--- src/atm_pkg.sv ---
package atm_pkg;

    localparam int FRAC_BITS_DEF    = 16;
    localparam int CORDIC_STEPS_DEF = 16;
    localparam int ATAN_N           = 24;
    localparam int CW               = 34;
    localparam int ANG_W            = 36;
    localparam int PW               = 68;

    localparam logic signed [CW-1:0] CORDIC_GAIN = CW'(652032874);
    localparam logic signed [CW-1:0] RAD_PER_DEG = CW'(74961321);

    localparam logic [2:0] ACT_WRITE     = 3'd0;
    localparam logic [2:0] ACT_READ      = 3'd1;
    localparam logic [2:0] ACT_TRANSLATE = 3'd2;
    localparam logic [2:0] ACT_SCALE     = 3'd3;
    localparam logic [2:0] ACT_ROTATE    = 3'd4;
    localparam logic [2:0] ACT_TRANSFORM = 3'd5;

    typedef enum logic [4:0] {
        ST_IDLE,
        ST_DECODE,
        ST_TRANS,
        ST_SC_MUL,
        ST_SC_ACC,
        ST_VX_MUL,
        ST_VX_ACC,
        ST_VX_OUT,
        ST_RD_RED,
        ST_RD_FOLD,
        ST_RD_QUAD,
        ST_RD_MUL,
        ST_RD_ZINIT,
        ST_RD_CORDIC,
        ST_RD_TRIG,
        ST_RT_PMUL,
        ST_RT_PSAT,
        ST_RT_TMUL,
        ST_RT_DIAG,
        ST_RT_CMUL,
        ST_RT_CROSS,
        ST_MM_MUL,
        ST_MM_ACC,
        ST_MM_WB,
        ST_RT_FIN,
        ST_EMIT
    } state_t;

    function automatic logic signed [31:0] atan_q30(input logic [4:0] i);
        logic signed [31:0] r;
        case (i)
            5'd0:    r = 32'h3243F6A8;
            5'd1:    r = 32'h1DAC6705;
            5'd2:    r = 32'h0FADBAFC;
            5'd3:    r = 32'h07F56EA6;
            5'd4:    r = 32'h03FEAB76;
            5'd5:    r = 32'h01FFD55B;
            5'd6:    r = 32'h00FFFAAA;
            5'd7:    r = 32'h007FFF55;
            5'd8:    r = 32'h003FFFEA;
            5'd9:    r = 32'h001FFFFD;
            5'd10:   r = 32'h000FFFFF;
            5'd11:   r = 32'h0007FFFF;
            5'd12:   r = 32'h0003FFFF;
            5'd13:   r = 32'h0001FFFF;
            5'd14:   r = 32'h0000FFFF;
            5'd15:   r = 32'h00007FFF;
            5'd16:   r = 32'h00003FFF;
            5'd17:   r = 32'h00001FFF;
            5'd18:   r = 32'h00000FFF;
            5'd19:   r = 32'h000007FF;
            5'd20:   r = 32'h000003FF;
            5'd21:   r = 32'h000001FF;
            5'd22:   r = 32'h000000FF;
            5'd23:   r = 32'h0000007F;
            default: r = 32'h00000000;
        endcase
        return r;
    endfunction

    function automatic logic signed [PW-1:0] rnd(input logic signed [PW-1:0] v,
                                                 input int unsigned n);
        logic signed [PW-1:0] h;
        h = PW'(1) <<< (n - 1);
        return (v + h) >>> n;
    endfunction

    function automatic logic ovf32(input logic signed [PW-1:0] v);
        return (v > PW'(64'sd2147483647)) || (v < -PW'(64'sd2147483648));
    endfunction

    function automatic logic signed [31:0] sat32(input logic signed [PW-1:0] v);
        logic signed [31:0] r;
        if (v > PW'(64'sd2147483647)) begin
            r = 32'sh7FFFFFFF;
        end else if (v < -PW'(64'sd2147483648)) begin
            r = 32'sh80000000;
        end else begin
            r = v[31:0];
        end
        return r;
    endfunction

endpackage

--- src/atm_cordic.sv ---
module atm_cordic import atm_pkg::*; #(
    parameter int CORDIC_STEPS = CORDIC_STEPS_DEF
) (
    input  logic                 aclk,
    input  logic                 aresetn,
    input  logic                 start,
    input  logic signed [CW-1:0] z_in,
    output logic signed [CW-1:0] x_out,
    output logic signed [CW-1:0] y_out,
    output logic                 done
);

    localparam int STEPS = (CORDIC_STEPS > ATAN_N) ? ATAN_N : CORDIC_STEPS;
    localparam int IW    = $clog2(STEPS);

    logic signed [CW-1:0] x_reg, x_next, y_reg, y_next, z_reg, z_next;
    logic [IW-1:0]        it_reg, it_next;
    logic                 busy_reg, busy_next, done_reg, done_next;
    logic signed [CW-1:0] dx, dy, ang;

    always_ff @(posedge aclk) begin
        if (!aresetn) begin
            busy_reg <= 1'b0;
            done_reg <= 1'b0;
        end else begin
            busy_reg <= busy_next;
            done_reg <= done_next;
        end
        x_reg  <= x_next;
        y_reg  <= y_next;
        z_reg  <= z_next;
        it_reg <= it_next;
    end

    always_comb begin
        dx        = y_reg >>> it_reg;
        dy        = x_reg >>> it_reg;
        ang       = CW'(atan_q30(5'(it_reg)));
        x_next    = x_reg;
        y_next    = y_reg;
        z_next    = z_reg;
        it_next   = it_reg;
        busy_next = busy_reg;
        done_next = 1'b0;
        if (start) begin
            x_next    = CORDIC_GAIN;
            y_next    = '0;
            z_next    = z_in;
            it_next   = '0;
            busy_next = 1'b1;
        end else if (busy_reg) begin
            if (!z_reg[CW-1]) begin
                x_next = x_reg - dx;
                y_next = y_reg + dy;
                z_next = z_reg - ang;
            end else begin
                x_next = x_reg + dx;
                y_next = y_reg - dy;
                z_next = z_reg + ang;
            end
            if (it_reg == IW'(STEPS - 1)) begin
                busy_next = 1'b0;
                done_next = 1'b1;
            end else begin
                it_next = it_reg + 1'b1;
            end
        end
    end

    assign x_out = x_reg;
    assign y_out = y_reg;
    assign done  = done_reg;

endmodule

--- config.mk ---
export PLATFORM = sky130hd
export DESIGN_NAME = atm_cordic
export DESIGN_NICKNAME = d
export VERILOG_FILES = /design/src/atm_pkg.sv /design/src/atm_cordic.sv
export SDC_FILE = /design/constraint.sdc
export NUM_CORES = 1
export LEC_CHECK = 0
export BUFFER_PORTS_ARGS = -buffer_cell sky130_fd_sc_hd__clkbuf_2
export CAP_MARGIN = 15
export CELL_PAD_IN_SITES_DETAIL_PLACEMENT = 1
export CELL_PAD_IN_SITES_GLOBAL_PLACEMENT = 2
export CORE_AREA = 3 3 202 204
export CTS_CLUSTER_DIAMETER = 50
export DETAILED_ROUTE_END_ITERATION = 10
export DIE_AREA = 0 0 205 207
export PLACE_DENSITY = 0.94
export SYNTH_ARGS = -nofsm -noshare
export SYNTH_HDL_FRONTEND = slang
export SYNTH_SLANG_ARGS = --single-unit
--- constraint.sdc ---
create_clock -name aclk -period 10 [get_ports aclk]
set_input_delay 2 -clock aclk [delete_from_list [all_inputs] [get_ports aclk]]
set_output_delay 2 -clock aclk [all_outputs]
set_load 0.01 [all_outputs]
After elaboration in Yosys (flattened, before gate mapping)
Memory sizes are Yosys's and may differ from the RTL's. A register that Yosys moved wholly into a read port is not among the register bits.
Cells that the tools add are included.
{"block": "word_totals", "ff_bits": 108, "romBits": 480, "word_cells": 34, "mem_count": 1}
{"name": "(name not given)", "depth": 16, "word_bits": 30, "rd": 1, "rd_clocked_by_memory_dff": 1, "wr": 0, "line": "atm_pkg.sv:51", "rtl": "case (i)"}
{"block": "classes", "addsub": 7, "eq_ne": 1, "shift": 2, "n_mux": 11, "bitwise": 3, "n_reduce_logical": 3}
{"cell": "$mux W34", "count": 5}
{"cell": "$add A34 B34 Y34", "count": 2}
{"cell": "$sshr A34 B4 Y34", "count": 2}
{"cell": "$sub A34 B34 Y34", "count": 2}
{"cell": "$add A34 B32 Y34", "count": 1}
{"cell": "$sub A34 B32 Y34", "count": 1}
{"cell": "$mux W4", "count": 2}
{"cell": "$add A4 B1 Y4 const B", "count": 1}
{"cell": "$eq A4 B4 Y1 const B", "count": 1}
{"cell": "$mux W1", "count": 4}
{"cell": "$not A1 Y1", "count": 3}
{"cell": "$reduce_or A3 Y1", "count": 1}
{"cell": "$reduce_and A2 Y1", "count": 1}
{"cell": "$reduce_bool A2 Y1", "count": 1}

Longest topological paths before layout
Gate-level depths: netlist of run 1.
{"block": "depth", "word_depth": 5, "depth_mapped": 29}

Worst setup path before layout of run 1
Ideal clock, no wire load.
{"block": "synth_path", "kind": "reg2reg", "startpoint": "reg it_reg[3]", "endpoint": "reg y_reg[33], in the netlist y_out[33]", "setup_ps": 67, "arrival_ps": 5851, "required_ps": 9933, "path_slack_ps": 4082, "path_stages_with_launch": 27, "n_path_buf": 9, "period_less_slack_ps": 5918, "path_cell_list": "dfxtp_1 -> clkbuf_1 -> clkbuf_1 -> buf_2 -> buf_1 -> clkbuf_1 -> clkbuf_1 -> buf_1 -> buf_1 -> o21a_1 -> ha_1 -> nand3_1 -> nor2_1 -> a41oi_1 -> xor2_1 -> ha_1 -> clkbuf_1 -> and4_1 -> a32oi_1 -> nor2b_1 -> a41oi_1 -> o211ai_1 -> a221o_1 -> a31o_2 -> xnor2_2 -> a21o_1 -> a21oi_2"}
{"block": "synth_between", "elab_chain_len": 3, "word_cells_on_any_way": 4, "cone_classes": "2 x add/sub; 1 x shift; 1 x mux"}
{"element": "from (decl)", "line": "atm_cordic.sv:17", "rtl": "logic [IW-1:0] it_reg, it_next;"}
{"element": "from (signal assigned)", "line": "atm_cordic.sv:32", "rtl": "it_reg <= it_next;"}
{"element": "$sshr A34 B4 Y34 *", "line": "atm_cordic.sv:37", "rtl": "dy = x_reg >>> it_reg;"}
{"element": "$add A34 B34 Y34 or $sub A34 B34 Y34 (tied branches)", "line": "atm_cordic.sv:54, atm_cordic.sv:58"}
{"element": "$mux W34 *", "line": "atm_cordic.sv:52", "rtl": "if (!z_reg[CW-1]) begin"}
{"element": "to (signal assigned)", "line": "atm_cordic.sv:30", "rtl": "y_reg <= y_next;"}
{"element": "to (decl)", "line": "atm_cordic.sv:16", "rtl": "logic signed [CW-1:0] x_reg, x_next, y_reg, y_next, z_reg, z_next;"}
Every way passes the cells marked *; elsewhere a longest branch is shown, timed or not.
A chain may end at the register's enable or synchronous reset.

Worst setup path in the final report of run 1
{"block": "layout_path", "startpoint": "reg it_reg[1]", "endpoint": "reg x_reg[32], in the netlist x_out[32]"}
{"block": "layout_between", "elab_chain_len": 3, "word_cells_on_any_way": 4, "cone_classes": "2 x add/sub; 1 x shift; 1 x mux"}
{"element": "$sshr A34 B4 Y34 *", "line": "atm_cordic.sv:36", "rtl": "dx = y_reg >>> it_reg;"}
{"element": "$sub A34 B34 Y34 or $add A34 B34 Y34 (tied branches)", "line": "atm_cordic.sv:53, atm_cordic.sv:57"}
{"element": "$mux W34 *", "line": "atm_cordic.sv:52"}
{"element": "to (signal assigned)", "line": "atm_cordic.sv:29", "rtl": "x_reg <= x_next;"}
{"element": "to (decl)", "line": "atm_cordic.sv:16"}
Marks and branches as above.

==> results of run 1 <==
[cell usage after synthesis (17+ instances only)]
master    number
ha_1         111
a31oi_1       40
and3_1        18
a22o_1        17
nor2b_1       33
nand2_1      190
mux2_2        54
mux4_2        47
dfxtp_1      103
a21oi_1      147
inv_1         52
o21a_1        19
xor2_1        78
xnor2_1       91
nor3_1        35
clkbuf_1      59
buf_2         19
mux2i_1       69
nand3_1       27
edfxtp_1      34
a21o_1        46
a211oi_1      29
o21ai_0      124
nor2_1       184
[final timing paths]
check	start	end	cells after the start
max reg2reg	it_reg[1]$_SDFFE_PP0P_	x_out[32]$_SDFFE_PP0P_	21
max	it_reg[1]$_SDFFE_PP0P_	x_out[32]$_SDFFE_PP0P_	21
min	y_out[0]$_SDFFE_PP0P_	y_out[0]$_SDFFE_PP0P_	2
min reg2reg	y_out[0]$_SDFFE_PP0P_	y_out[0]$_SDFFE_PP0P_	2
[power by group]
| part | internal (mW) | leakage [nW] | switching, mW | total, mW |
|---|---|---|---|---|
| Sequential | 0.788 | 1.20 | 0.374 | 1.16 |
| Combinational | 2.35 | 5.68 | 2.98 | 5.33 |
| Clock | 0.368 | 0.296 | 0.297 | 0.665 |
| Total | 3.51 | 7.17 | 3.65 | 7.16 |
[per-layer routing]
layer | global-route usage | up-vias | wire (um)
li1 | - | 7322 | -
met2 | 0.453 | 398 | 27300
met5 | 0 | - | 14
met1 | 0.306 | 7661 | 22800
met3 | 0.0391 | 143 | 2160
met4 | 0.124 | 2 | 2870
[worst register-to-register path, cell delays in order, from the launching register on]
cell and delay (ns):
dfxtp_4 0.73, buf_4 0.83, xor2_1 0.45, a2111oi_0 0.57
a2bb2oi_1 0.19, o32a_1 0.36, nor3b_1 0.41, and3_1 0.28
a21oi_1 0.09, xnor2_1 0.16, ha_1 0.37, a21o_1 0.21
a21o_1 0.18, a21o_1 0.19, a21o_1 0.17, a21o_1 0.17
a31oi_1 0.30, o21ai_0 0.21, nand2_1 0.17, nor4bb_1 0.08
a311oi_1 0.31, a211oi_1 0.08
[kinds of logic (layout without fill, tap and decap cells)]
family / after synthesis / in the layout / share of synthesized area
AND/OR/NAND/NOR: 589 / 589 / 0.174
AO/OA/AOI/OAI: 585 / 585 / 0.240
multiplexers: 182 / 182 / 0.161
XOR/XNOR: 171 / 171 / 0.0942
buffers and inverters: 164 / 208 / 0.0487
flip-flops: 137 / 137 / 0.192
adder cells (fa/ha/maj): 114 / 114 / 0.0902
[layout make-up]
class,count,area (um2)
Multi-Input combinational cell,1641,12200
Inverter,56,210
Clock inverter,14,154
Fill cell,4803,22100
Clock buffer,18,450
Tap cell,525,657
Timing Repair Buffer,120,644
Sequential cell,137,3100
[through the flow]
stage | setup slack (ns) | power (mW) | hold slack [ns] | area, um2 | cells
floorplan | 4.08 | 5.17 | 0.519 | 16100 | 1942
global placement | 3.65 | 6.25 | 0.521 | 16800 | 2478
detailed placement | 3.44 | 6.44 | 0.532 | 16800 | 2478
CTS | 3.43 | 7.16 | 0.542 | 17400 | 2510
global route | 2.76 | 7.85 | 0.601 | 17400 | 2511
finish | 3.35 | 7.16 | 0.553 | 17400 | 2511
==> flow_metrics.tcl, run 1 <==
set metrics [dict create \
    post-route-util 0.441 \
    port_buffers 105 \
    critical_path_class "reg2reg" \
    ys_ff_latch 137 \
    grt_pass1_wl_um 88200 \
    drt-pass1-iter-count 5 \
    synth_edf_count 34 \
    setup_viol 0 \
    critPathArrivalTime_ns 6.96 \
    die_y_um 207 \
    synth.distinct_cells 105 \
    tritoncts "done" \
    fin_crit_ns 6.65 \
    startpoint_type "register" \
    syn_nets 2093 \
    ios 106 \
    vias_per_cell 6.18 \
    critPathBufInv 1 \
    die_w_um 205 \
    leakagePower_nw 7.17 \
    final_common_cell "nand2_1" \
    syn2layout_area_growth_pct 8.39 \
    tightest_slew_ns 1.02 \
    setup_tns_ns 0 \
    drcViolationCount 0 \
    critPathMaxFanout 69 \
    num_rows 73 \
    max-slew-margin-rel 0.316 \
    reg2reg_slack_ns 3.35 \
    layout_common_cells "nand2_1 (190), nor2_1 (184), a21oi_1 (147)" \
    fmax_mhz 150 \
    post_cts.repair.setup_buffers 0 \
    ant_nets 0 \
    grt_setup_unrepaired "no" \
    cts_hold_buf 0 \
    numCtsBuffers 17 \
    post_cts_resize_count 0 \
    postSynthAreaPerCell_um2 8.27 \
    worstPathCellList "buf_4 > xor2_1 > a2111oi_0 > a2bb2oi_1 > o32a_1 > nor3b_1 > and3_1 > a21oi_1 > xnor2_1 > ha_1 > a21o_1 > a21o_1 > a21o_1 > a21o_1 > a21o_1 > a31oi_1 > o21ai_0 > nand2_1 > nor4bb_1 > a311oi_1 > a211oi_1" \
    nNetsFinal 2124 \
    outcome "finished clean" \
    finalHoldViolCount 0 \
    synthFlopType "dfxtp_1" \
    maxSlewViolCount 0 \
    grt-ovfl-total 0 \
    critPathSlowestCell "buf_4" \
    cts_buffer_depth 2 \
    finClkSkew_ns 0.0103 \
    synth_area_leaders "dfxtp_1 (13%), ha_1 (8.7%), mux4_2 (6.6%), edfxtp_1 (6.4%), xnor2_1 (5.0%)" \
    synth_top_area_share 0.128 \
    place_congestion 0.901 \
    place_hpwl_um 41700 \
    clock_sinks 137 \
    start_util 0.407 \
    wl_um 55200 \
    netlist_area_um2 16100 \
    max_cap_viol_count 0 \
    grt_max_degree 74 \
    htreeDepth 4 \
    holdCritPathClass "reg2reg" \
    synth-seq-area-share 0.192 \
    diodes 0 \
    drtIter0Drc 1085 \
    cp.required_ns 10.31 \
    root_buffer "clkbuf_16" \
    slowest_delay_ns 0.81 \
    async_flop_share 0 \
    grt_usage 0.258 \
    first_global_vias 16100 \
    yosys_warnings 0 \
    crit_family "compound AO/OA/AOI/OAI gates" \
    coreArea_um2 39500 \
    period_share 0.665 \
    peakVddDrop_v 0.000208 \
    antenna_found_initial 2 \
    syn_inst 1942 \
    power_density_nw_per_um2 411 \
    path_clk_slew_ns 0.07 \
    end_kind "register" \
    crit_top_cell "a21o_1" \
    drive_above_1_share 0.153 \
    clkLatencyLatePin_ns 0.46 \
    die-area_um2 42400 \
    vias 15500 \
    yosysTopAreaCell "dfxtp_1" \
    wl_per_cell_um 22.0 \
]
No activity file was read; power rests on OpenSTA's default activity.
==> run 2, diff against run 1 <==
--- a/config.mk
+++ b/config.mk
@@ -9,11 +9,11 @@
 export CAP_MARGIN = 15
 export CELL_PAD_IN_SITES_DETAIL_PLACEMENT = 1
 export CELL_PAD_IN_SITES_GLOBAL_PLACEMENT = 2
-export CORE_AREA = 3 3 202 204
+export CORE_AREA = 3 3 210 212
 export CTS_CLUSTER_DIAMETER = 50
 export DETAILED_ROUTE_END_ITERATION = 10
-export DIE_AREA = 0 0 205 207
-export PLACE_DENSITY = 0.94
+export DIE_AREA = 0 0 213 215
+export PLACE_DENSITY = 0.88
 export SYNTH_ARGS = -nofsm -noshare
 export SYNTH_HDL_FRONTEND = slang
 export SYNTH_SLANG_ARGS = --single-unit
==> constraint.sdc (replaced) <==
create_clock -name aclk -period 7 [get_ports aclk]
set_input_delay 1.4 -clock aclk [delete_from_list [all_inputs] [get_ports aclk]]
set_output_delay 1.4 -clock aclk [all_outputs]
set_load 0.01 [all_outputs]
==> run 2 against run 1 <==
Routed wire length up 0.44%. Flip-flop and latch count unchanged. Fmax up 5.8%. Clock power up 42%. Sequential share of layout area down 0.071 points. Core utilization down 2.6 points. Power up 43%. First-iteration DRC count down 19%. Global-route usage down 1.7 points. Worst hold slack better by 0.011 ns. Via count down 0.68%. Clock skew up 0.0068 ns.
==> flow_metrics.tcl, run 2 (same netlist as run 1, synthesis figures left out) <==
set metrics [dict create \
    cts_hold_buf 0 \
    end_kind "register" \
    place_congestion 0.897 \
    post_cts_resize_count 0 \
    startpoint_type "register" \
    maxSlewViolCount 0 \
    peakVddDrop_v 0.000250 \
    numCtsBuffers 17 \
    grt_max_degree 87 \
    coreArea_um2 42100 \
    root_buffer "clkbuf_16" \
    holdCritPathClass "reg2reg" \
    syn2layout_area_growth_pct 8.83 \
    fin_cells 2534 \
    leakagePower_nw 7.22 \
    diodes 0 \
    power_density_nw_per_um2 586 \
    outcome "finished clean" \
    htreeDepth 4 \
    drtIter0Drc 877 \
    dpl.cell_count 2502 \
    ios 106 \
    wl_um 55500 \
    nNetsFinal 2133 \
    period_share 0.897 \
    layout_common_cells "nand2_1 (190), nor2_1 (184), a21oi_1 (147)" \
    post_cts.repair.setup_buffers 0 \
    drcViolationCount 0 \
    max_cap_viol_count 0 \
    clock_sinks 137 \
    critical_path_class "reg2reg" \
    ant_nets 0 \
    max-slew-margin-rel 0.204 \
    finClkSkew_ns 0.0171 \
    wl_per_cell_um 21.9 \
    fmax_mhz 159 \
    die_y_um 215 \
    grt-ovfl-total 0 \
    setup_viol 0 \
    num_rows 75 \
    final_common_cell "nand2_1" \
    tritoncts "done" \
    vias 15400 \
    grt_usage 0.242 \
    die-area_um2 45800 \
    vias_per_cell 6.09 \
    path_clk_slew_ns 0.08 \
    holdWs_ns 0.564 \
    port_buffers 105 \
    drt-pass1-iter-count 5 \
    critPathArrivalTime_ns 6.64 \
    fin_crit_ns 6.28 \
    drive_above_1_share 0.156 \
    cp.required_ns 7.36 \
    finalHoldViolCount 0 \
    tightest_slew_ns 1.19 \
    antenna_found_initial 1 \
    grt_setup_unrepaired "no" \
    critPathMaxFanout 66 \
    cts_buffer_depth 2 \
    grt_pass1_wl_um 88200 \
    first_global_vias 15900 \
    place_hpwl_um 42200 \
    die_w_um 213 \
    num-fill-cells 5056 \
    clkLatencyLatePin_ns 0.47 \
    start_util 0.381 \
    setup_tns_ns 0 \
]
[run 2: changes by cell type in the layout (fill, tap and decap cells not counted)]
cell / previous run / this run
buf_4: 15 / 25
clkbuf_16: 18 / 19
clkinv_4: 2 / 3
bufinv_16: 1 / 0
inv_6: 5 / 6
buf_6: 1 / 0
clkinv_8: 1 / 0
clkinvlp_4: 1 / 0
[run 2: worst paths after layout]
check,to,cells after the start,from,slack [ns]
setup / recovery,y_out[30]$_SDFFE_PP0P_,17,it_reg[1]$_SDFFE_PP0P_,0.72
hold reg to reg,y_out[0]$_SDFFE_PP0P_,2,y_out[0]$_SDFFE_PP0P_,0.56
setup reg to reg,y_out[30]$_SDFFE_PP0P_,17,it_reg[1]$_SDFFE_PP0P_,0.72
hold / removal,y_out[0]$_SDFFE_PP0P_,2,y_out[0]$_SDFFE_PP0P_,0.56
[run 2: metal layers]
metal	vias up	wire, um	global-route usage
met2	379	27400	0.423
li1	7332	-	-
met3	104	2330	0.0354
met5	-	12	0
met1	7603	23300	0.292
met4	2	2480	0.107
[run 2: report_power, final]
part | switching, mW | internal [mW] | leakage, nW | total, mW
Clock | 0.434 | 0.510 | 0.296 | 0.944
Combinational | 4.27 | 3.37 | 5.72 | 7.63
Sequential | 0.542 | 1.13 | 1.20 | 1.67
Total | 5.24 | 5.00 | 7.22 | 10.2
[run 2: through the flow]
stage	util	cell area [um2]	power, mW	setup WS [ns]
3_3_place_gp	0.401	16900	8.99	0.919
2_1_floorplan	-	16100	7.38	1.08
4_1_cts	0.415	17500	10.3	0.746
6_report	0.415	17500	10.2	0.720
3_5_place_dp	0.401	16900	9.23	0.819
5_1_grt	0.415	17500	11.2	0.187
[run 2: worst max-delay path, stage by stage (launching register included)]
cell	delay, ns
dfxtp_4	0.96
nor2_1	0.53
a22oi_1	0.53
nand3_1	0.18
o32a_1	0.41
nor2_1	0.21
nor2_1	0.08
xor2_1	0.16
ha_1	0.34
a2111oi_0	0.65
a211oi_1	0.24
o31ai_1	0.68
o221ai_1	0.30
nand4_1	0.16
nand3_1	0.16
a31oi_1	0.25
xnor2_1	0.09
a22o_1	0.19
[run 2: final cells by class]
cell class | count | area [um2] | area share
timing repair buffer | 129 | 708 | 0.0405
tap | 539 | 674 | 0.0386
multi-input combinational | 1641 | 12200 | 0.698
clock inverter | 13 | 118 | 0.00673
sequential | 137 | 3100 | 0.177
inverter | 56 | 210 | 0.0120
clock buffer | 19 | 475 | 0.0272
